## config.mk

```make
export PLATFORM = sky130hd
export DESIGN_NAME = epd_lut_temp_compensator
export DESIGN_NICKNAME = d
export VERILOG_FILES = /design/src/ltc_pkg.sv /design/src/ltc_coef.sv /design/src/ltc_front.sv /design/src/ltc_queue.sv /design/src/ltc_back.sv /design/src/epd_lut_temp_compensator.sv
export SDC_FILE = /design/constraint.sdc
export NUM_CORES = 1
export LEC_CHECK = 0
export BUFFER_PORTS_ARGS = -buffer_cell sky130_fd_sc_hd__buf_2
export CORE_MARGIN = 2
export CORE_UTILIZATION = 55
export DETAILED_ROUTE_END_ITERATION = 10
export PLACE_DENSITY = 0.71
export SLEW_MARGIN = 20
export SYNTH_ARGS = -nofsm -noshare
export SYNTH_HDL_FRONTEND = slang
export SYNTH_SLANG_ARGS = --single-unit
```

## constraint.sdc

```tcl
create_clock -name clk -period 30.8 [get_ports clk]
set_clock_uncertainty 0.15 [all_clocks]
set_input_delay 3.08 -clock clk [delete_from_list [all_inputs] [get_ports clk]]
set_output_delay 3.08 -clock clk [all_outputs]
set_load 0.03 [all_outputs]
```

## src/ltc_pkg.sv

```systemverilog
// Shared types, constants and breakpoint tables for the e-paper waveform
// temperature compensator.
// No dependencies; imported by every module of the block.
package ltc_pkg;

	// Register and field widths
	localparam int TEMP_W      = 12;
	localparam int BYTE_W      = 8;
	localparam int FRAC_BITS   = 4;
	localparam logic signed [TEMP_W-1:0] TEMP_RESET = 12'sd400;

	// Table layout
	localparam int GROUP_BYTES = 153;
	localparam int GROUP_LEN   = 7;
	localparam int LAST_GATE   = 157;
	localparam int LAST_VCOM   = 158;
	localparam int BYTE_MAX    = 255;

	// Extra refresh window in whole degrees
	localparam int EXTRA_LO_DEG = 15;
	localparam int EXTRA_HI_DEG = 35;

	// Interpolation breakpoints: degrees, VCOM offset, gate offset, phase percent
	localparam int PT_COUNT = 8;
	localparam int PT_DEG   [PT_COUNT] = '{-10, 0, 10, 20, 25, 30, 40, 50};
	localparam int PT_VCOM  [PT_COUNT] = '{12, 8, 4, 2, 0, -2, -4, -8};
	localparam int PT_GATE  [PT_COUNT] = '{8, 6, 3, 1, 0, -1, -3, -6};
	localparam int PT_PHASE [PT_COUNT] = '{120, 110, 105, 102, 100, 98, 95, 90};
	localparam int SEG_W    = $clog2(PT_COUNT);

	// Queue between front and back
	localparam int Q_DEPTH = 4;
	localparam int Q_PTR_W = $clog2(Q_DEPTH);

	// Byte handling class, decided at the front
	typedef enum logic [1:0] {
		CLS_PASS,
		CLS_VCOM,
		CLS_GATE,
		CLS_GATE_PHASE
	} cls_t;

	typedef struct packed {
		logic [BYTE_W-1:0] base_byte;
		cls_t              cls;
	} item_t;

	// Interpolated compensation values for the current temperature
	typedef struct packed {
		logic signed [8:0] vcom;
		logic signed [8:0] gate;
		logic [7:0]        phase;
		logic              extra;
	} coef_t;

endpackage

```

## src/ltc_coef.sv

```systemverilog
// Temperature register and two-stage interpolation of VCOM offset, gate
// offset and phase multiplier from the breakpoint tables.
// Depends on ltc_pkg.
module ltc_coef import ltc_pkg::*; #(
	parameter int TEMP_FRAC_BITS = FRAC_BITS
) (
	input  logic                     clk,
	input  logic                     arst_n,
	input  logic                     wr_en,
	input  logic [TEMP_W-1:0]        wr_data,
	output coef_t                    coef
);

	localparam int SCALE  = 1 << TEMP_FRAC_BITS;
	localparam int CW     = ((TEMP_W > TEMP_FRAC_BITS + 7) ? TEMP_W : TEMP_FRAC_BITS + 7) + 1;
	localparam int NUMW   = TEMP_FRAC_BITS + 4;
	localparam int NW     = TEMP_FRAC_BITS + 10;
	localparam int XW     = NW - TEMP_FRAC_BITS;
	localparam int DEN_LONG  = 10 << TEMP_FRAC_BITS;
	localparam int DEN_SHORT = 5 << TEMP_FRAC_BITS;

	logic signed [TEMP_W-1:0] temp_q;

	logic signed [CW-1:0] tx;
	logic [SEG_W-1:0]     seg_cnt;
	logic [SEG_W-1:0]     seg_nx;
	logic signed [CW-1:0] num_full;

	logic [SEG_W-1:0] seg_s1;
	logic [NUMW-1:0]  num_s1;
	logic             short_s1;
	logic             clamp_lo_s1;
	logic             clamp_hi_s1;
	logic             extra_s1;

	logic [SEG_W-1:0] seg_hi_s1;
	coef_t            coef_d;
	coef_t            coef_s2;

	// Interpolate one value; trunc toward zero of (2*d*num + den) / (2*den)
	function automatic logic signed [8:0] lerp_val(
		input logic signed [8:0] a,
		input logic signed [8:0] b,
		input logic [NUMW-1:0]   num,
		input logic              short_seg
	);
		logic signed [8:0]    d;
		logic signed [NW-1:0] prod;
		logic signed [NW-1:0] n;
		logic [NW-1:0]        mag;
		logic [XW-1:0]        x;
		logic [XW+7:0]        qp;
		logic signed [8:0]    q;
		d    = b - a;
		prod = NW'(d) * NW'($signed({1'b0, num}));
		n    = (prod <<< 1) + (short_seg ? NW'(DEN_SHORT) : NW'(DEN_LONG));
		mag  = n[NW-1] ? NW'(-n) : NW'(n);
		x    = mag[NW-1:TEMP_FRAC_BITS];
		// long segments divide by twenty, short ones by ten
		if (!short_seg) begin
			x = x >> 1;
		end
		qp = (XW+8)'(x) * (XW+8)'(205);
		q  = $signed({2'b00, qp[XW+7:XW+1]});
		return n[NW-1] ? (a - q) : (a + q);
	endfunction

	// Hold the temperature register
	always_ff @(posedge clk or negedge arst_n) begin
		if (!arst_n) begin
			temp_q <= TEMP_RESET;
		end else if (wr_en) begin
			temp_q <= $signed(wr_data);
		end
	end

	// Pick the segment and the offset into it
	always_comb begin
		tx      = CW'(temp_q);
		seg_cnt = '0;
		for (int j = 1; j < PT_COUNT - 1; j++) begin
			if (tx > CW'(PT_DEG[j] * SCALE)) begin
				seg_cnt = seg_cnt + SEG_W'(1);
			end
		end
		seg_nx   = seg_cnt + SEG_W'(1);
		num_full = tx - CW'(PT_DEG[seg_cnt] * SCALE);
	end

	always_ff @(posedge clk) begin
		seg_s1      <= seg_cnt;
		num_s1      <= num_full[NUMW-1:0];
		short_s1    <= ((PT_DEG[seg_nx] - PT_DEG[seg_cnt]) == 5);
		clamp_lo_s1 <= (tx <= CW'(PT_DEG[0] * SCALE));
		clamp_hi_s1 <= (tx >= CW'(PT_DEG[PT_COUNT-1] * SCALE));
		extra_s1    <= (tx < CW'(EXTRA_LO_DEG * SCALE)) || (tx > CW'(EXTRA_HI_DEG * SCALE));
	end

	// Evaluate the three values, or take an end entry when clamped
	always_comb begin
		seg_hi_s1 = seg_s1 + SEG_W'(1);
		if (clamp_lo_s1) begin
			coef_d.vcom  = 9'(PT_VCOM[0]);
			coef_d.gate  = 9'(PT_GATE[0]);
			coef_d.phase = 8'(PT_PHASE[0]);
		end else if (clamp_hi_s1) begin
			coef_d.vcom  = 9'(PT_VCOM[PT_COUNT-1]);
			coef_d.gate  = 9'(PT_GATE[PT_COUNT-1]);
			coef_d.phase = 8'(PT_PHASE[PT_COUNT-1]);
		end else begin
			coef_d.vcom  = lerp_val(9'(PT_VCOM[seg_s1]), 9'(PT_VCOM[seg_hi_s1]),
				num_s1, short_s1);
			coef_d.gate  = lerp_val(9'(PT_GATE[seg_s1]), 9'(PT_GATE[seg_hi_s1]),
				num_s1, short_s1);
			coef_d.phase = 8'(lerp_val(9'(PT_PHASE[seg_s1]), 9'(PT_PHASE[seg_hi_s1]),
				num_s1, short_s1));
		end
		coef_d.extra = extra_s1;
	end

	always_ff @(posedge clk) begin
		coef_s2 <= coef_d;
	end

	assign coef = coef_s2;

endmodule

```

## src/ltc_front.sv

```systemverilog
// Front stage: takes input requests and classifies each byte by its index.
// Depends on ltc_pkg.
module ltc_front import ltc_pkg::*; (
	input  logic              clk,
	input  logic              arst_n,
	input  logic              in_valid,
	output logic              in_stall,
	input  logic [BYTE_W-1:0] base_byte,
	input  logic [BYTE_W-1:0] byte_index,
	input  logic              q_full,
	output logic              push,
	output item_t             push_item
);

	logic              valid_s1;
	item_t             item_s1;
	item_t             item_d;
	logic              accept;
	logic [BYTE_W-1:0] grp;
	logic [17:0]       grp_prod;
	logic [BYTE_W-1:0] pos;

	// Hold off new requests only while the stage register cannot drain
	assign in_stall  = valid_s1 && q_full;
	assign accept    = in_valid && !in_stall;
	assign push      = valid_s1 && !q_full;
	assign push_item = item_s1;

	// Position within a 7-byte group, divide by reciprocal
	always_comb begin
		grp_prod = 18'(byte_index) * 18'd147;
		grp      = grp_prod[17:10];
		pos      = byte_index - BYTE_W'(grp * BYTE_W'(GROUP_LEN));

		item_d.base_byte = base_byte;
		if (byte_index < BYTE_W'(GROUP_BYTES)) begin
			case (pos)
				8'd0:       item_d.cls = CLS_VCOM;
				8'd1, 8'd2: item_d.cls = CLS_GATE_PHASE;
				default:    item_d.cls = CLS_PASS;
			endcase
		end else if (byte_index <= BYTE_W'(LAST_GATE)) begin
			item_d.cls = CLS_GATE;
		end else if (byte_index == BYTE_W'(LAST_VCOM)) begin
			item_d.cls = CLS_VCOM;
		end else begin
			item_d.cls = CLS_PASS;
		end
	end

	// Load on accept, drop once handed to the queue
	always_ff @(posedge clk or negedge arst_n) begin
		if (!arst_n) begin
			valid_s1 <= 1'b0;
		end else if (accept) begin
			valid_s1 <= 1'b1;
		end else if (push) begin
			valid_s1 <= 1'b0;
		end
	end

	always_ff @(posedge clk) begin
		if (accept) begin
			item_s1 <= item_d;
		end
	end

endmodule

```

## src/ltc_queue.sv

```systemverilog
// Short queue of classified requests between front and back.
// Depends on ltc_pkg.
module ltc_queue import ltc_pkg::*; (
	input  logic  clk,
	input  logic  arst_n,
	input  logic  push,
	input  item_t push_item,
	input  logic  pop,
	output item_t head,
	output logic  not_empty,
	output logic  full
);

	item_t              fifo_q [Q_DEPTH];
	logic [Q_PTR_W-1:0] wr_ptr_q;
	logic [Q_PTR_W-1:0] rd_ptr_q;
	logic [Q_PTR_W:0]   count_q;

	assign head      = fifo_q[rd_ptr_q];
	assign not_empty = (count_q != '0);
	assign full      = (count_q == (Q_PTR_W+1)'(Q_DEPTH));

	// Advance pointers and occupancy
	always_ff @(posedge clk or negedge arst_n) begin
		if (!arst_n) begin
			wr_ptr_q <= '0;
			rd_ptr_q <= '0;
			count_q  <= '0;
		end else begin
			if (push) begin
				wr_ptr_q <= wr_ptr_q + Q_PTR_W'(1);
			end
			if (pop) begin
				rd_ptr_q <= rd_ptr_q + Q_PTR_W'(1);
			end
			if (push && !pop) begin
				count_q <= count_q + (Q_PTR_W+1)'(1);
			end else if (pop && !push) begin
				count_q <= count_q - (Q_PTR_W+1)'(1);
			end
		end
	end

	// Store entries
	always_ff @(posedge clk) begin
		if (push) begin
			fifo_q[wr_ptr_q] <= push_item;
		end
	end

endmodule

```

## src/ltc_back.sv

```systemverilog
// Back end: applies offsets and phase scaling, then divides and saturates
// into the output register.
// Depends on ltc_pkg.
module ltc_back import ltc_pkg::*; (
	input  logic              clk,
	input  logic              arst_n,
	input  item_t             head,
	input  logic              not_empty,
	output logic              pop,
	input  coef_t             coef,
	output logic              out_valid,
	input  logic              out_stall,
	output logic [BYTE_W-1:0] compensated_byte,
	output logic              extra_refresh
);

	logic              valid_s2;
	logic [14:0]       res_s2;
	logic              scale_s2;
	logic              extra_s2;
	logic              valid_s3;
	logic [BYTE_W-1:0] byte_s3;
	logic              extra_s3;

	logic              adv3;
	logic              load2;
	logic [BYTE_W-1:0] sum_v;
	logic [BYTE_W-1:0] sum_g;
	logic [14:0]       res_d;
	logic              scale_d;
	logic [27:0]       div_prod;
	logic [8:0]        quot;
	logic [BYTE_W-1:0] byte_d;

	// Add a signed offset and saturate to a byte
	function automatic logic [BYTE_W-1:0] add_sat(
		input logic [BYTE_W-1:0] b,
		input logic signed [8:0] off
	);
		logic signed [9:0] r;
		r = $signed({2'b00, b}) + 10'(off);
		if (r < 0) begin
			return '0;
		end else if (r > 10'sd255) begin
			return BYTE_W'(BYTE_MAX);
		end
		return r[BYTE_W-1:0];
	endfunction

	assign adv3  = !valid_s3 || !out_stall;
	assign load2 = !valid_s2 || adv3;
	assign pop   = not_empty && load2;

	// Offset and phase product
	always_comb begin
		sum_v   = add_sat(head.base_byte, coef.vcom);
		sum_g   = add_sat(head.base_byte, coef.gate);
		scale_d = 1'b0;
		case (head.cls)
			CLS_VCOM: res_d = 15'(sum_v);
			CLS_GATE: res_d = 15'(sum_g);
			CLS_GATE_PHASE: begin
				res_d   = 15'(sum_g) * 15'(coef.phase);
				scale_d = 1'b1;
			end
			default:  res_d = 15'(head.base_byte);
		endcase
	end

	always_ff @(posedge clk or negedge arst_n) begin
		if (!arst_n) begin
			valid_s2 <= 1'b0;
		end else if (load2) begin
			valid_s2 <= not_empty;
		end
	end

	always_ff @(posedge clk) begin
		if (pop) begin
			res_s2   <= res_d;
			scale_s2 <= scale_d;
			extra_s2 <= coef.extra;
		end
	end

	// Divide by one hundred via reciprocal, saturate
	always_comb begin
		div_prod = 28'(res_s2) * 28'd5243;
		quot     = div_prod[27:19];
		if (scale_s2) begin
			byte_d = (quot > 9'(BYTE_MAX)) ? BYTE_W'(BYTE_MAX) : quot[BYTE_W-1:0];
		end else begin
			byte_d = res_s2[BYTE_W-1:0];
		end
	end

	always_ff @(posedge clk or negedge arst_n) begin
		if (!arst_n) begin
			valid_s3 <= 1'b0;
		end else if (adv3) begin
			valid_s3 <= valid_s2;
		end
	end

	always_ff @(posedge clk) begin
		if (adv3 && valid_s2) begin
			byte_s3  <= byte_d;
			extra_s3 <= extra_s2;
		end
	end

	assign out_valid        = valid_s3;
	assign compensated_byte = byte_s3;
	assign extra_refresh    = extra_s3;

endmodule

```

## src/epd_lut_temp_compensator.sv

```systemverilog
// Path: classifying front register, queue, then the offset/multiply stage and
// the reciprocal-divide output register. Throughput: one byte per cycle while
// out_stall is low; a four-entry queue decouples the front from the back end.
// Reset: queue, stage valids empty; temperature register returns to 25 degC.
// Interpolated values follow a write via the temperature and stage registers.
// Depends on ltc_pkg, ltc_coef, ltc_front, ltc_queue, ltc_back.
module epd_lut_temp_compensator import ltc_pkg::*; #(
	parameter int TEMP_FRAC_BITS = FRAC_BITS
) (
	input  logic              clk,
	input  logic              arst_n,
	input  logic              cfg_wr_en,
	input  logic [TEMP_W-1:0] cfg_wr_data,
	input  logic              in_valid,
	output logic              in_stall,
	input  logic [BYTE_W-1:0] base_byte,
	input  logic [BYTE_W-1:0] byte_index,
	output logic              out_valid,
	input  logic              out_stall,
	output logic [BYTE_W-1:0] compensated_byte,
	output logic              extra_refresh
);

	coef_t coef;
	logic  q_full;
	logic  q_not_empty;
	logic  push;
	logic  pop;
	item_t push_item;
	item_t head;

	ltc_coef #(
		.TEMP_FRAC_BITS(TEMP_FRAC_BITS)
	) u_coef (
		.clk     (clk),
		.arst_n  (arst_n),
		.wr_en   (cfg_wr_en),
		.wr_data (cfg_wr_data),
		.coef    (coef)
	);

	ltc_front u_front (
		.clk        (clk),
		.arst_n     (arst_n),
		.in_valid   (in_valid),
		.in_stall   (in_stall),
		.base_byte  (base_byte),
		.byte_index (byte_index),
		.q_full     (q_full),
		.push       (push),
		.push_item  (push_item)
	);

	ltc_queue u_queue (
		.clk       (clk),
		.arst_n    (arst_n),
		.push      (push),
		.push_item (push_item),
		.pop       (pop),
		.head      (head),
		.not_empty (q_not_empty),
		.full      (q_full)
	);

	ltc_back u_back (
		.clk              (clk),
		.arst_n           (arst_n),
		.head             (head),
		.not_empty        (q_not_empty),
		.pop              (pop),
		.coef             (coef),
		.out_valid        (out_valid),
		.out_stall        (out_stall),
		.compensated_byte (compensated_byte),
		.extra_refresh    (extra_refresh)
	);

endmodule

```

[Word-level counts from Yosys, hierarchy flattened]
Memories as Yosys holds them, arrays and structs flattened.
Index checks and enable logic that the tools add are counted.
Word-level totals
  register bits after elaboration: 100
  bits in writable memories: 40
  ROM bits: 2048
  input port bits: 33
  output and inout bits: 11
  word-level logic and storage cells: 196
  memories: 9
Memory list
  (no name shown): words 8, bits a word 32, rd ports 1, clocked after Yosys merged registers in 0, write ports 0, line ltc_coef.sv:87  | num_full = tx - CW'(PT_DEG[seg_cnt] * SCALE);
  (no name shown): words 8, bits a word 32, rd ports 1, clocked after Yosys merged registers in 0, write ports 0, line ltc_coef.sv:93  | short_s1 <= ((PT_DEG[seg_nx] - PT_DEG[seg_cnt]) == 5);
  (no name shown): words 8, bits a word 32, rd ports 1, clocked after Yosys merged registers in 0, write ports 0, line ltc_coef.sv:111  | coef_d.vcom = lerp_val(9'(PT_VCOM[seg_s1]), 9'(PT_VCOM[seg_hi_s1]),
  (no name shown): words 8, bits a word 32, rd ports 1, clocked after Yosys merged registers in 0, write ports 0, line ltc_coef.sv:111
  (no name shown): words 8, bits a word 32, rd ports 1, clocked after Yosys merged registers in 0, write ports 0, line ltc_coef.sv:113  | coef_d.gate = lerp_val(9'(PT_GATE[seg_s1]), 9'(PT_GATE[seg_hi_s1]),
  (no name shown): words 8, bits a word 32, rd ports 1, clocked after Yosys merged registers in 0, write ports 0, line ltc_coef.sv:113
  +3 memories
Operators by class
  add/subtract/negate cells: 31
  multiply operators: 10
  magnitude comparators: 21
  eq/ne operators: 8
  multiplexer cells: 63
  bitwise logic cells: 4
  reductions and logical operators: 23
Operator list (number)
  $mux 32: 4
  $mux 9: 14
  $mux 10: 9
  $mux 8: 10
  $mul 10x8->18 const B: 3
  $pmux 15 s3: 1
  $add 14x14->14: 3
  $mux 14: 3
  $neg 14->14: 3
  $mul 9x9->13: 3
  $gt 12x10->1 const B: 3
  $eq 32x4->1 const B: 1
  $sub 32x32->32: 1
  $mul 15x13->28 const B: 1
  $sub 9x9->9: 3
  $mux 26: 1
  $gt 12x11->1 const B: 2
  $sub 8x8->8: 3
  $add 3x1->3 const B: 7
  $mux 3: 7
  $add 9x9->10: 2
  $gt 10x9->1 const B: 2
  $lt 10x1->1 const B: 2
  $add 9x8->9: 2
  34 further kinds: 70

[Depth between registers and ports, before layout]
Gate-level depths: netlist (run 1).
  word-level depth: 19
  gate-level depth with buffers: 64
  depth with buffers taken out: 62

[Hierarchy]
A second synthesis (run 1) with hierarchy kept.
Unflattened totals
  cells, all modules: 3115
  area, all modules: 28399.7 µm²
By module, submodules not included
  ltc_coef: instances 1, cells each 1982, area an instance 16642.2 µm², sequential area each 1144.8 µm²
  ltc_back: instances 1, cells each 809, area an instance 7714.9 µm², sequential area each 830.8 µm²
  ltc_front: instances 1, cells each 238, area an instance 2200.9 µm², sequential area each 325.3 µm²
  ltc_queue: instances 1, cells each 86, area an instance 1841.8 µm², sequential area each 1376.3 µm²

[Least setup slack after synthesis (run 1)]
No wires, ideal clock.
  path kind: register -> register
  from: reg u_coef.seg_s1[1]
  to: reg u_coef.coef_s2, in the netlist u_coef.coef[26]
  library setup time: 0.086 ns
  arrival time: 13.259 ns
  required time: 30.564 ns
  setup slack: 17.304 ns
  cell stages (with the launch flop): 59
  buffers on the path: 3
  clock period less this slack: 13.496 ns
  path through: dfxtp_1 -> ha_1 -> inv_1 -> ha_1 -> buf_2 -> inv_1 -> mux2i_1 -> ha_1 -> nor2b_1 -> o21ai_0 -> nand2b_1 -> fa_1 -> nand2_1 -> fa_1 -> inv_1 -> fa_1 -> ha_1 -> fa_1 -> (+23 left out) -> o21ai_0 -> nand2b_1 -> a41oi_2 -> xor2_1 -> ha_1 -> nor2_1 -> xor2_1 -> xnor2_1 -> ha_1 -> inv_1 -> nor2_1 -> o21ai_0 -> nand2b_1 -> and3_1 -> o211a_1 -> nor3_2 -> nand4_1 -> a221oi_2
Between the ends
  word-level cells in the longest chain between the ends: 17
  elaborated cells between the ends (all ways): 22
  those cells by class: add/sub (6); mul (2); mux (10); bitwise (2); memory (2)
RTL lines
  start: declaration: line ltc_coef.sv:29  | logic [SEG_W-1:0] seg_s1;
  start signal: assignment: line ltc_coef.sv:91  | seg_s1 <= seg_cnt;
  $add 3x1->3: line ltc_coef.sv:101  | seg_hi_s1 = seg_s1 + SEG_W'(1);
  $not 3->4 (implied by the code): line ltc_coef.sv:111
  $mem_v2 8x32
  $mux 9 (implied by the code) (2 in series): line ltc_coef.sv:111
  $sub 9x9->9: line ltc_coef.sv:54  | d = b - a;
  $mul 9x9->13: line ltc_coef.sv:55  | prod = NW'(d) * NW'($signed({1'b0, num}));
  $add 14x14->14: line ltc_coef.sv:56  | n = (prod <<< 1) + (short_seg ? NW'(DEN_SHORT) : NW'(DEN_LONG));
  $neg 14->14: line ltc_coef.sv:57  | mag = n[NW-1] ? NW'(-n) : NW'(n);
  $mux 14: line ltc_coef.sv:57
  $mux 10: line ltc_coef.sv:60  | if (!short_seg) begin
  $mux 10: line ltc_coef.sv:106  | end else if (clamp_hi_s1) begin
  $mux 10: line ltc_coef.sv:102  | if (clamp_lo_s1) begin
  $mul 10x8->18: line ltc_coef.sv:63  | qp = (XW+8)'(x) * (XW+8)'(205);
  $add 9x8->9 / $sub 9x8->9 (equally long branches): line ltc_coef.sv:65  | return n[NW-1] ? (a - q) : (a + q);
  $mux 9 *: line ltc_coef.sv:65
  $mux 26 *: line ltc_coef.sv:106
  end signal: assignment: line ltc_coef.sv:122  | coef_s2 <= coef_d;
  end: declaration: line ltc_coef.sv:38  | coef_t coef_s2;
Mark *: on every way between the ends. The rest lies on a longest branch, timed or not. The select of a mux whose other input is x is not followed.
A chain may end at the register's enable or synchronous reset.

[Worst setup path in the final report (run 1)]
Ends and elaborated chain as after synthesis.

==> summary by stage, run 1 <==
Placed design
The weighted congestion at the end of routability-driven global placement is between 0.9 and 1. The post-placement setup slack is between 15 and 20 ns. The HPWL after detailed placement is 51.1 mm. The number of port buffers is 43.

Worst hold path
The tightest min-delay check is of the reg2reg type. The worst hold path begins at u_coef.extra_s1. The cell count of the worst hold path is 0.

For hold timing, the worst endpoint is u_coef.coef[0].

STA
Headroom to the max-slew limit came out at 0.305. Subtracting the final worst setup slack from the clock period gives approximately 15 ns. The number of pins with negative max-slew slack in the final report is 0. The setup total negative slack is 0 ns. The final count of hold timing violations is 0. The worst path setup slack after routing is between 15 and 20 ns. Based on the critical path, the design can be clocked at up to 65.2 MHz. Setup repair after global routing left no endpoint under its margin. The final number of setup-violating endpoints is 0. In the finished design, the share of the clock period the worst path needs comes to 0.498. For the pin with the worst max-slew slack, the measured transition is 1.03 ns. The final-layout worst hold slack is between 0.2 and 0.25 ns.

Detailed routing
The total via count in the routed design is around 22000. In the routed layout, each cell is associated on average with a via count of approximately 5.6. The count of TritonRoute iterations in the first routing pass is 5.

The routed wire length per instance is approximately 16 um. The post-detailed-route count of antenna-violating nets is 0. The post-detailed-routing wire length is 62.0 mm. In this run, the number of DRC markers left after iteration 0 of detailed routing was 1196. The detailed-route DRC error count is 0.

Logic synthesis
The average size of a mapped cell is 9.01 um^2. The most used flip-flop cell after synthesis is edfxtp_1. The leading area contributor after synthesis is ha_1. The top cell type's share of synthesized area is 0.216. Counting flops with a built-in enable in the synthesized netlist gives 76. The sequential cell area fraction in the yosys report is 0.130. The netlist uses roughly 110 different library cells. Yosys attributes the largest share of cell area to ha_1 (22%), fa_1 (21%), edfxtp_1 (8.1%). The most used standard cell by instance count after synthesis is inv_1. The register bit count reported by yosys is 140. The cell area after technology mapping is 28300 um^2. The count of yosys warnings during synthesis is 0.

In the synthesized netlist, the number of instances is 3147. The commonest cells after synthesis are inv_1 (560), ha_1 (489), fa_1 (302), nand2_1 (247), nor2_1 (171). The post-synthesis net count is 3971. The async set-reset flop share out of synthesis is 0.157.

CTS
The cell at the root of the clock tree is clkbuf_16. The clock-pin slew of the registers on the worst-case setup and hold paths is around 0.08 ns. The number of gates resized after CTS was 0. The insertion delay to the later sink of the worst-skew pair is 0.44 ns.

The deepest level of the CTS H-tree is 4. The clock sink count is between 100 and 150. The total CTS buffers is 17.

The number of buffers added for setup after CTS is 0. The number of buffers on the longest clock path is 2. The number of hold buffers added after CTS is 0.

The clock tree from TritonCTS is built.

Die
The standard cell core area is between 50000 and 60000 um^2. The die width is approximately 230 um. The die span in y is between 200 and 250 um. For this configuration, the core starts out at a cell density of 0.555. The number of standard-cell rows in the floorplan is 83. The die footprint is 53400 um^2. 44 I/O pins were placed.

Critical path
The worst register-to-register path has a setup slack of roughly 15 ns. Grouping stages by cell kind, the critical path spends the most delay in adder cells. The most numerous cell type found on the critical path is inv_1. The sort of element at the end of the critical path is a flop.

The largest stage delay on the critical path is around 0.7 ns. The critical register-to-register path endpoint is u_coef.coef[26]. The classification of the worst setup path is reg2reg. Of all nets on the critical path, the largest fanout is 16. The number of cells on the worst reg-to-reg path is 57.

Data on the critical path arrives at its endpoint at 15.53 ns. The required time of the critical path is approximately 31 ns. The cell with the largest stage delay on the worst path is fa_1.

The worst register-to-register path begins at u_coef.seg_s1[1]. The number of buffer and inverter instances along the worst setup path is 10. The kind of start point of the critical path is a flop.

Run status
The flow ran to the end, and the final reports show no timing, DRC or antenna violations.

Layout
The signed area change from the synthesized netlist to the final layout is 5.22%. Of the cells placed in the final design, the portion with a size suffix greater than 1 is 0.0599. The multi-input combinational cells in the finished layout cover a total of approximately 22000 um^2. Across the whole layout, storage elements account for 3680 um^2. Measured on the finished design, the core utilization comes to 0.584. The net count of the finished layout is slightly below 4000. Counting the fill cells in the layout gives 4500.

GRT
Entering global routing, the biggest net connects just under 80 pins. For this run, the total global-route usage over all layers was measured as 0.241. The first global-routing pass estimated about 110 mm of wire. The total overflow left after global routing is 0. The number of global-route vias before repair came to 22600.

The number of antenna violations at the first check in global routing came to 2.

Run
The max-capacitance violation count is 0.
[cells by family (layout without fill, tap and decap cells)]
logic type	count (synthesis)	count (layout)	synth area share
mux	52	52	0.0241
buf+inv	644	650	0.0855
other cells	0	1	0
fa+ha+maj	791	791	0.429
simple gates	796	796	0.139
flops	140	140	0.130
compound gates	497	497	0.119
xor+xnor	227	227	0.0727
[how the worst max path moves through the flow]
stage,startpoint,to,slack [ns],cells after the start
floorplan,u_coef.seg_s1[1],u_coef.coef[26],17.30,58
global route,u_coef.seg_s1[1],u_coef.coef[26],14.29,57
finish,u_coef.seg_s1[1],u_coef.coef[26],15.46,57
detailed placement,u_coef.seg_s1[1],u_coef.coef[26],15.62,57
global placement,u_coef.seg_s1[1],u_coef.coef[26],15.93,57
CTS,u_coef.seg_s1[1],u_coef.coef[26],15.58,57
[layout make-up]
| type | count | area share |
|---|---|---|
| well taps | 680 | 0.0285 |
| repair buffers | 56 | 0.0105 |
| inverters | 562 | 0.0707 |
| diodes | 1 | 0.0000839 |
| flip-flops and latches | 140 | 0.123 |
| clock buffers | 17 | 0.0143 |
| clock inverters | 15 | 0.00634 |
| multi-input cells | 2363 | 0.746 |
[flip-flops by register name, summed over array words and instances, names as in the netlist, 2 cells and up]
register / count
u_queue.fifo_q: 40
u_coef.seg_s1: 3
u_queue.wr_ptr_q: 2
u_coef.temp_q: 12
u_queue.count_q: 3
u_coef.coef: 27
u_back.compensated_byte: 8
u_coef.num_s1: 8
u_back.res_s2: 15
u_front.push_item: 10
u_queue.rd_ptr_q: 2
[worst reg2reg max path, delay by kind of cell (launching register included)]
kind                       cells  cell delay (ns)
adders and majority gates     16             7.05
muxes                          1             0.31
AOI/OAI and AO/OA             12             2.87
buffers and inverters         10             0.78
xor gates and xnor gates       3             1.03
and+or+nand+nor               15             2.50
DFF                            1             0.54
[placed cells by master (no fill, tap or decap), types with 12 or more instances in the layout]
cell and n:
a211oi_1 16, a21o_1 55, a21oi_1 127, a31oi_1 26, and2_1 107, and3_1 13
buf_2 43, buf_4 13, clkbuf_16 17, dfrtp_1 19, dfxtp_1 41, edfxtp_1 76
fa_1 302, ha_1 489, inv_1 560, mux2_2 23, mux2i_1 17, nand2_1 247
nand2b_1 29, nand3_1 37, nor2_1 171, nor2b_1 43, nor3_1 44, o21a_1 20
o21ai_0 83, o21bai_1 28, o22ai_1 12, or2_2 20, or3_1 16, xnor2_1 150
xor2_1 69
[per-layer routing]
metal  wire (um)  vias to the layer above  global-route usage
met4         946                        0              0.0474
met5           0                        -                   0
met1       28300                    10600               0.318
li1            -                    10400                   -
met3        1860                       82              0.0180
met2       30900                      426               0.434
[through the flow]
stage                     area [um^2]  cells
after global routing            29800   3834
after detailed placement        29200   3801
after CTS                       29800   3833
after floorplan                 28300   3147
after global placement          29200   3801
final                           29800   3834
Power of run 1 is not shown: default switching activity piles up to over one toggle a cycle in this logic, so the estimate is an artifact.
==> run 2: changes to the inputs <==
- PLACE_DENSITY: 0.71 -> 0.74
- clock period: 30.8 -> 13.94 ns (I/O delays scaled with it)
==> summary by stage, run 2 (same netlist as run 1, synthesis figures left out) <==
CTS
The insertion delay to the later sink of the worst-skew pair came to 0.43 ns (was 0.44 ns). The clock tree from TritonCTS is built (unchanged). The total CTS buffers is 17 (unchanged). The clock-pin slew of the registers on the worst-case setup and hold paths is 0.07 ns (was 0.08 ns). The cell at the root of the clock tree is clkbuf_16 (unchanged). The number of buffers on the longest clock path is 2 (unchanged). The clock sink count is 140 (unchanged).

The deepest level of the CTS H-tree was 4 (unchanged).

Critical path
The number of cells on the worst reg-to-reg path was 54 (was 57). The required time of the critical path was 14.14 ns (was 30.99 ns). The cell count along the critical path is 54 (was 57).

The critical register-to-register path endpoint is u_coef.coef[26] (unchanged). The largest stage delay on the critical path is 0.69 ns (about the same). The cell class contributing the biggest share of worst-path delay is adder cells (unchanged).

The cell with the largest stage delay on the worst path is fa_2 (was fa_1). The reg-to-reg critical path startpoint is u_coef.seg_s1[1] (unchanged). The sort of element at the end of the critical path is a flop (unchanged).

The critical path capture point is u_coef.coef[26] (unchanged). The classification of the worst setup path is reg2reg (unchanged). The dominant cell type by count on the critical path was ha_1 (was inv_1). The kind of start point of the critical path is a flop (unchanged). The number of buffer and inverter instances along the worst setup path is 9 (was 10). The launching instance or port of the critical path is u_coef.seg_s1[1] (unchanged). The highest fanout seen on the critical path is 10 (was 16). The signal arrival time at the worst endpoint is 13.63 ns (was 15.53 ns). The register-to-register path setup slack is 0.50 ns (was 15.46 ns).

STA
The pin slew with the least headroom to its limit was 1.05 ns (was 1.03 ns). The number of pins with negative max-slew slack in the final report is 0 (unchanged). The final-layout worst hold slack is 0.199 ns (was 0.226 ns). The final count of hold timing violations is 0 (unchanged). The part of the cycle the worst path needs is 0.964 (was 0.498). The final number of setup-violating endpoints is 0 (unchanged). The shortest period the worst path allows came to 13.44 ns (was 15.34 ns). The worst-case headroom to the max-slew limit was 0.299 (was 0.305). The maximum operating frequency is 74.4 MHz (was 65.2 MHz).

Layout
The fraction of layout cells with a size suffix above 1 is 0.0955 (was 0.0599). Top library cells by usage in the layout, fill and taps aside: inv_1 (558), ha_1 (485), fa_1 (301), nand2_1 (245), nor2_1 (162) (was inv_1 (560), ha_1 (489), fa_1 (302), nand2_1 (247), nor2_1 (171)). The fill cell total of the finished layout was 4272 (was 4500). The number of flip-flops under the largest register name is 40 (unchanged).

The signed area change from the synthesized netlist to the final layout is 7.95% (was 5.22%). The final non-filler cell total is 3885 (was 3834). The total number of nets in the final design came to 4015 (was 3964). The most common cell after layout, fill and taps aside is inv_1 (unchanged). The register ranked first by flip-flop count is u_queue.fifo_q (unchanged).

Detailed routing
The total via count in the routed design is 21900 (was 21500). The routed wire length per instance is 15.8 um (was 16.2 um). The number of DRC markers in iteration 0 is 1268 (was 1196). The detailed-route DRC error count was 0 (unchanged).

The ratio of routed vias to standard cells is 5.63 (was 5.61). The post-detailed-route count of antenna-violating nets is 0 (unchanged). The count of TritonRoute iterations in the first routing pass was 5 (unchanged). The post-detailed-routing wire length is 61.3 mm (was 62.0 mm).

Die
The starting density of the core was 0.555 (unchanged). The standard cell core area is 51100 um^2 (unchanged). The die footprint is 53400 um^2 (unchanged). The die span in y is 231 um (unchanged). The number of standard-cell rows in the floorplan is 83 (unchanged). The I/O pin count was 44 (unchanged).

The die width is 231 um (unchanged).

Placed design
The HPWL after detailed placement was 50.3 mm (was 51.1 mm). The total placed cells including tap cells was 3830 (was 3801). The number of port buffers is 43 (unchanged).

The weighted congestion at the end of routability-driven global placement is 0.883 (was 0.916).

GRT
The global-route wire length before repair is 106 mm (about the same). The maximum number of pins on one net before global-route repair is 78 (unchanged). The combined global-route utilization of all metal layers is 0.238 (was 0.241). The number of antenna violations at the first check in global routing is 1 (was 2). The total congestion overflow after global routing is 0 (unchanged). The number of global-route vias before repair is 23000 (was 22600).

Worst hold path
The type of the tightest min-delay check is reg2reg (unchanged).

Run status
Outcome: complete, no violations (unchanged).

Run
The max-capacitance violation count was 0 (unchanged).
[run 2: changes by cell type in the layout (fill, tap and decap cells not counted), moves of 4 or more]
cell	previous run	this run
a21oi_1	127	116
a21oi_2	1	10
buf_4	13	62
clkinv_8	6	1
ha_1	489	485
nor2_1	171	162
nor2_2	0	9
o21ai_0	83	77
xnor2_1	150	142
xnor2_2	4	11
xor2_1	69	65
[run 2: worst reg2reg max path: cells and delay by family (launching register included)]
| kind | cells | cell delay [ns] |
|---|---|---|
| fa+ha+maj | 15 | 6.07 |
| simple gates | 16 | 3.04 |
| compound gates | 11 | 2.00 |
| buf+inv | 9 | 0.95 |
| mux | 3 | 0.74 |
| flops | 1 | 0.40 |
[run 2: cell type report]
cell class | count | area [um^2] | share of cell area
multi-input combinational | 2363 | 22600 | 0.740
sequential | 140 | 3690 | 0.121
inverter | 562 | 2110 | 0.0689
tap | 680 | 851 | 0.0278
timing repair buffer | 107 | 697 | 0.0228
clock buffer | 17 | 425 | 0.0139
clock inverter | 15 | 180 | 0.00589
antenna | 1 | 2.50 | 0.0000818
[run 2: per-stage QoR]
step           setup WS, ns  setup TNS [ns]  utilization  instance area [um^2]
6_report              0.504               0        0.599                 30600
5_1_grt              -0.111          -0.236        0.599                 30600
4_1_cts              0.0194               0        0.588                 30100
3_5_place_dp         -0.272          -0.935        0.576                 29400
3_3_place_gp          0.238               0        0.576                 29400
2_1_floorplan         0.444               0            -                 28300
[run 2: worst min path at each step]
stage / startpoint / endpoint / slack [ns] / depth (start not counted)
after floorplan: u_coef.extra_s1 / u_coef.coef[0] / 0.16 / 0
after global placement: u_coef.extra_s1 / u_coef.coef[0] / 0.18 / 0
after detailed placement: u_coef.extra_s1 / u_coef.coef[0] / 0.17 / 0
after CTS: u_coef.extra_s1 / u_coef.coef[0] / 0.20 / 0
after global routing: u_coef.extra_s1 / u_coef.coef[0] / 0.21 / 0
final: u_coef.extra_s1 / u_coef.coef[0] / 0.20 / 0
[run 2: timing repair]
action,CTS,global route
resized for setup,8,85
pin swaps,0,21
endpoints found under the setup margin,8,17
buffers inserted,0,22
hold buffers,0,0
gates cloned,0,0
[run 2: per-layer routing]
layer  vias to the layer above  share of wire  track usage
met2                       492           0.50        0.431
met5                         -              0            0
met3                       123          0.036       0.0204
met1                     10700           0.44        0.304
met4                         0          0.023       0.0627
li1                      10500              -            -
Power of run 2 is left out for the same reason.
==> run 3: changes to the inputs <==
- CORE_UTILIZATION: 55 -> 50
- PLACE_DENSITY: 0.74 -> 0.68
==> summary by stage, run 3 (same netlist as run 1, synthesis figures left out) <==
Critical path
The signal arrival time at the worst endpoint is 13.59 ns (was 13.63 ns). The largest stage delay on the critical path is 0.67 ns (was 0.69 ns). The sort of element at the end of the critical path is a flop (unchanged).

The highest fanout seen on the critical path is 9 (was 10). The classification of the worst setup path is reg2reg (unchanged). The required time of the critical path is 14.13 ns (was 14.14 ns). The cell with the largest stage delay on the worst path was fa_2 (unchanged).

The kind of start point of the critical path is a flop (unchanged).

CTS
The total CTS buffers is 17 (unchanged). The clock tree from TritonCTS is built (unchanged). The cell at the root of the clock tree is clkbuf_16 (unchanged). The clock-pin slew of the registers on the worst-case setup and hold paths is 0.07 ns (about the same). The clock sink count is 140 (unchanged). The number of hold buffers added after CTS is 0 (unchanged).

The insertion delay to the later sink of the worst-skew pair came to 0.43 ns (about the same). The number of buffers on the longest clock path is 2 (unchanged). The deepest level of the CTS H-tree is 4 (unchanged).

Worst hold path
The type of the tightest min-delay check is reg2reg (unchanged).

GRT
The number of global-route vias before repair is 22800 (was 23000). The maximum number of pins on one net before global-route repair is 78 (unchanged). The combined global-route utilization of all metal layers is 0.216 (was 0.238). The number of antenna violations at the first check in global routing came to 1 (unchanged). The total congestion overflow after global routing is 0 (unchanged). The global-route wire length before repair is 107 mm (was 106 mm).

Detailed routing
The number of DRC markers in iteration 0 is 1135 (was 1268). The count of TritonRoute iterations in the first routing pass is 5 (unchanged). The post-detailed-routing wire length came to 62.2 mm (was 61.3 mm). The ratio of routed vias to standard cells came to 5.43 (was 5.63). The routed wire length per instance is 15.6 um (was 15.8 um).

The post-detailed-route count of antenna-violating nets is 0 (unchanged). The total via count in the routed design is 21600 (was 21900). The detailed-route DRC error count is 0 (unchanged).

Placed design
The post-placement setup slack was -0.126 ns (was -0.272 ns). The total placed cells including tap cells is 3912 (was 3830). The number of port buffers is 43 (unchanged). The weighted congestion at the end of routability-driven global placement is 0.864 (was 0.883). The HPWL after detailed placement came to 51.2 mm (was 50.3 mm).

Die
The die footprint is 58600 um^2 (was 53400 um^2). The starting density of the core is 0.505 (was 0.555). The die width is 242 um (was 231 um). The I/O pin count came to 44 (unchanged). The die span in y is 242 um (was 231 um). The number of standard-cell rows in the floorplan was 87 (was 83). The standard cell core area was 56200 um^2 (was 51100 um^2).

STA
The pin slew with the least headroom to its limit is 1.16 ns (was 1.05 ns). The maximum operating frequency was 74.7 MHz (was 74.4 MHz). The shortest period the worst path allows is 13.39 ns (was 13.44 ns). The worst path setup slack after routing is 0.547 ns (was 0.504 ns). The number of pins with negative max-slew slack in the final report is 0 (unchanged). The setup total negative slack is 0 ns (unchanged).

The part of the cycle the worst path needs is 0.961 (was 0.964). The final number of setup-violating endpoints is 0 (unchanged). The final count of hold timing violations came to 0 (unchanged). The worst-case headroom to the max-slew limit is 0.222 (was 0.299).

Layout
The register ranked first by flip-flop count is u_queue.fifo_q (unchanged). The total number of nets in the final design is 4028 (was 4015). The fill cell total of the finished layout is 5066 (was 4272). Top library cells by usage in the layout, fill and taps aside: inv_1 (559), ha_1 (481), fa_1 (300), nand2_1 (246), nor2_1 (160) (was inv_1 (558), ha_1 (485), fa_1 (301), nand2_1 (245), nor2_1 (162)).

The number of flip-flops under the largest register name is 40 (unchanged). The fraction of layout cells with a size suffix above 1 is 0.101 (was 0.0955). The most common cell after layout, fill and taps aside is inv_1 (unchanged). The final non-filler cell total was 3974 (was 3885).

The signed area change from the synthesized netlist to the final layout is 8.86% (was 7.95%). The final core utilization is 0.549 (was 0.599).

Run
The max-capacitance violation count was 0 (unchanged).

Run status
Outcome: complete, no violations (unchanged).
[run 3: per-stage QoR]
step / area [um^2] / hold WS (ns)
3_5_place_dp: 29600 / 0.164
6_report: 30900 / 0.190
4_1_cts: 30200 / 0.187
3_3_place_gp: 29600 / 0.183
2_1_floorplan: 28300 / 0.160
5_1_grt: 30900 / 0.201
[run 3: final cells by class]
type	count	area (um^2)	share of cell area
tap	756	946	0.0307
clock buffer	17	425	0.0138
inverter	562	2110	0.0684
clock inverter	15	195	0.00633
multi-input combinational	2363	22700	0.735
sequential	140	3690	0.119
antenna	1	2.50	0.0000811
timing repair buffer	120	801	0.0260
[run 3: path summary, 6_finish.rpt]
path / cells past startpoint / startpoint / slack (ns) / endpoint
worst max register to register: 58 / u_coef.seg_s1[0] / 0.55 / u_coef.coef[26]
min in group asynchronous: 1 / arst_n / 0.79 / u_queue.wr_ptr_q[1]
worst min register to register: 0 / u_coef.extra_s1 / 0.19 / u_coef.coef[0]
worst min-delay path: 0 / u_coef.extra_s1 / 0.19 / u_coef.coef[0]
worst max-delay path: 58 / u_coef.seg_s1[0] / 0.55 / u_coef.coef[26]
max in group asynchronous: 1 / arst_n / 12.49 / u_coef.temp_q[4]
[run 3: timing repair]
item / in CTS / in global routing
gates resized for setup: 4 / 98
endpoints found under the setup margin: 6 / 18
pin swaps: 0 / 30
buffers inserted: 0 / 29
[run 3: layer usage]
metal / part of all wire / wire [um] / GRT usage / vias up
met3: 0.030 / 1870 / 0.0208 / 77
met4: 0.017 / 1040 / 0.0443 / 0
li1: - / - / - / 10500
met5: 0 / 0 / 0 / -
met1: 0.45 / 27900 / 0.280 / 10600
met2: 0.50 / 31400 / 0.390 / 401
[run 3: worst max-delay path: cells and delay by family, from the launching register on]
kind | cells | cell delay, ns
AOI/OAI and AO/OA | 12 | 1.86
xor gates and xnor gates | 3 | 0.39
adders and majority gates | 16 | 6.34
buffers and inverters | 9 | 0.87
DFF | 1 | 0.40
muxes | 1 | 0.21
and+or+nand+nor | 17 | 3.06
Power of run 3 is left out for the same reason.
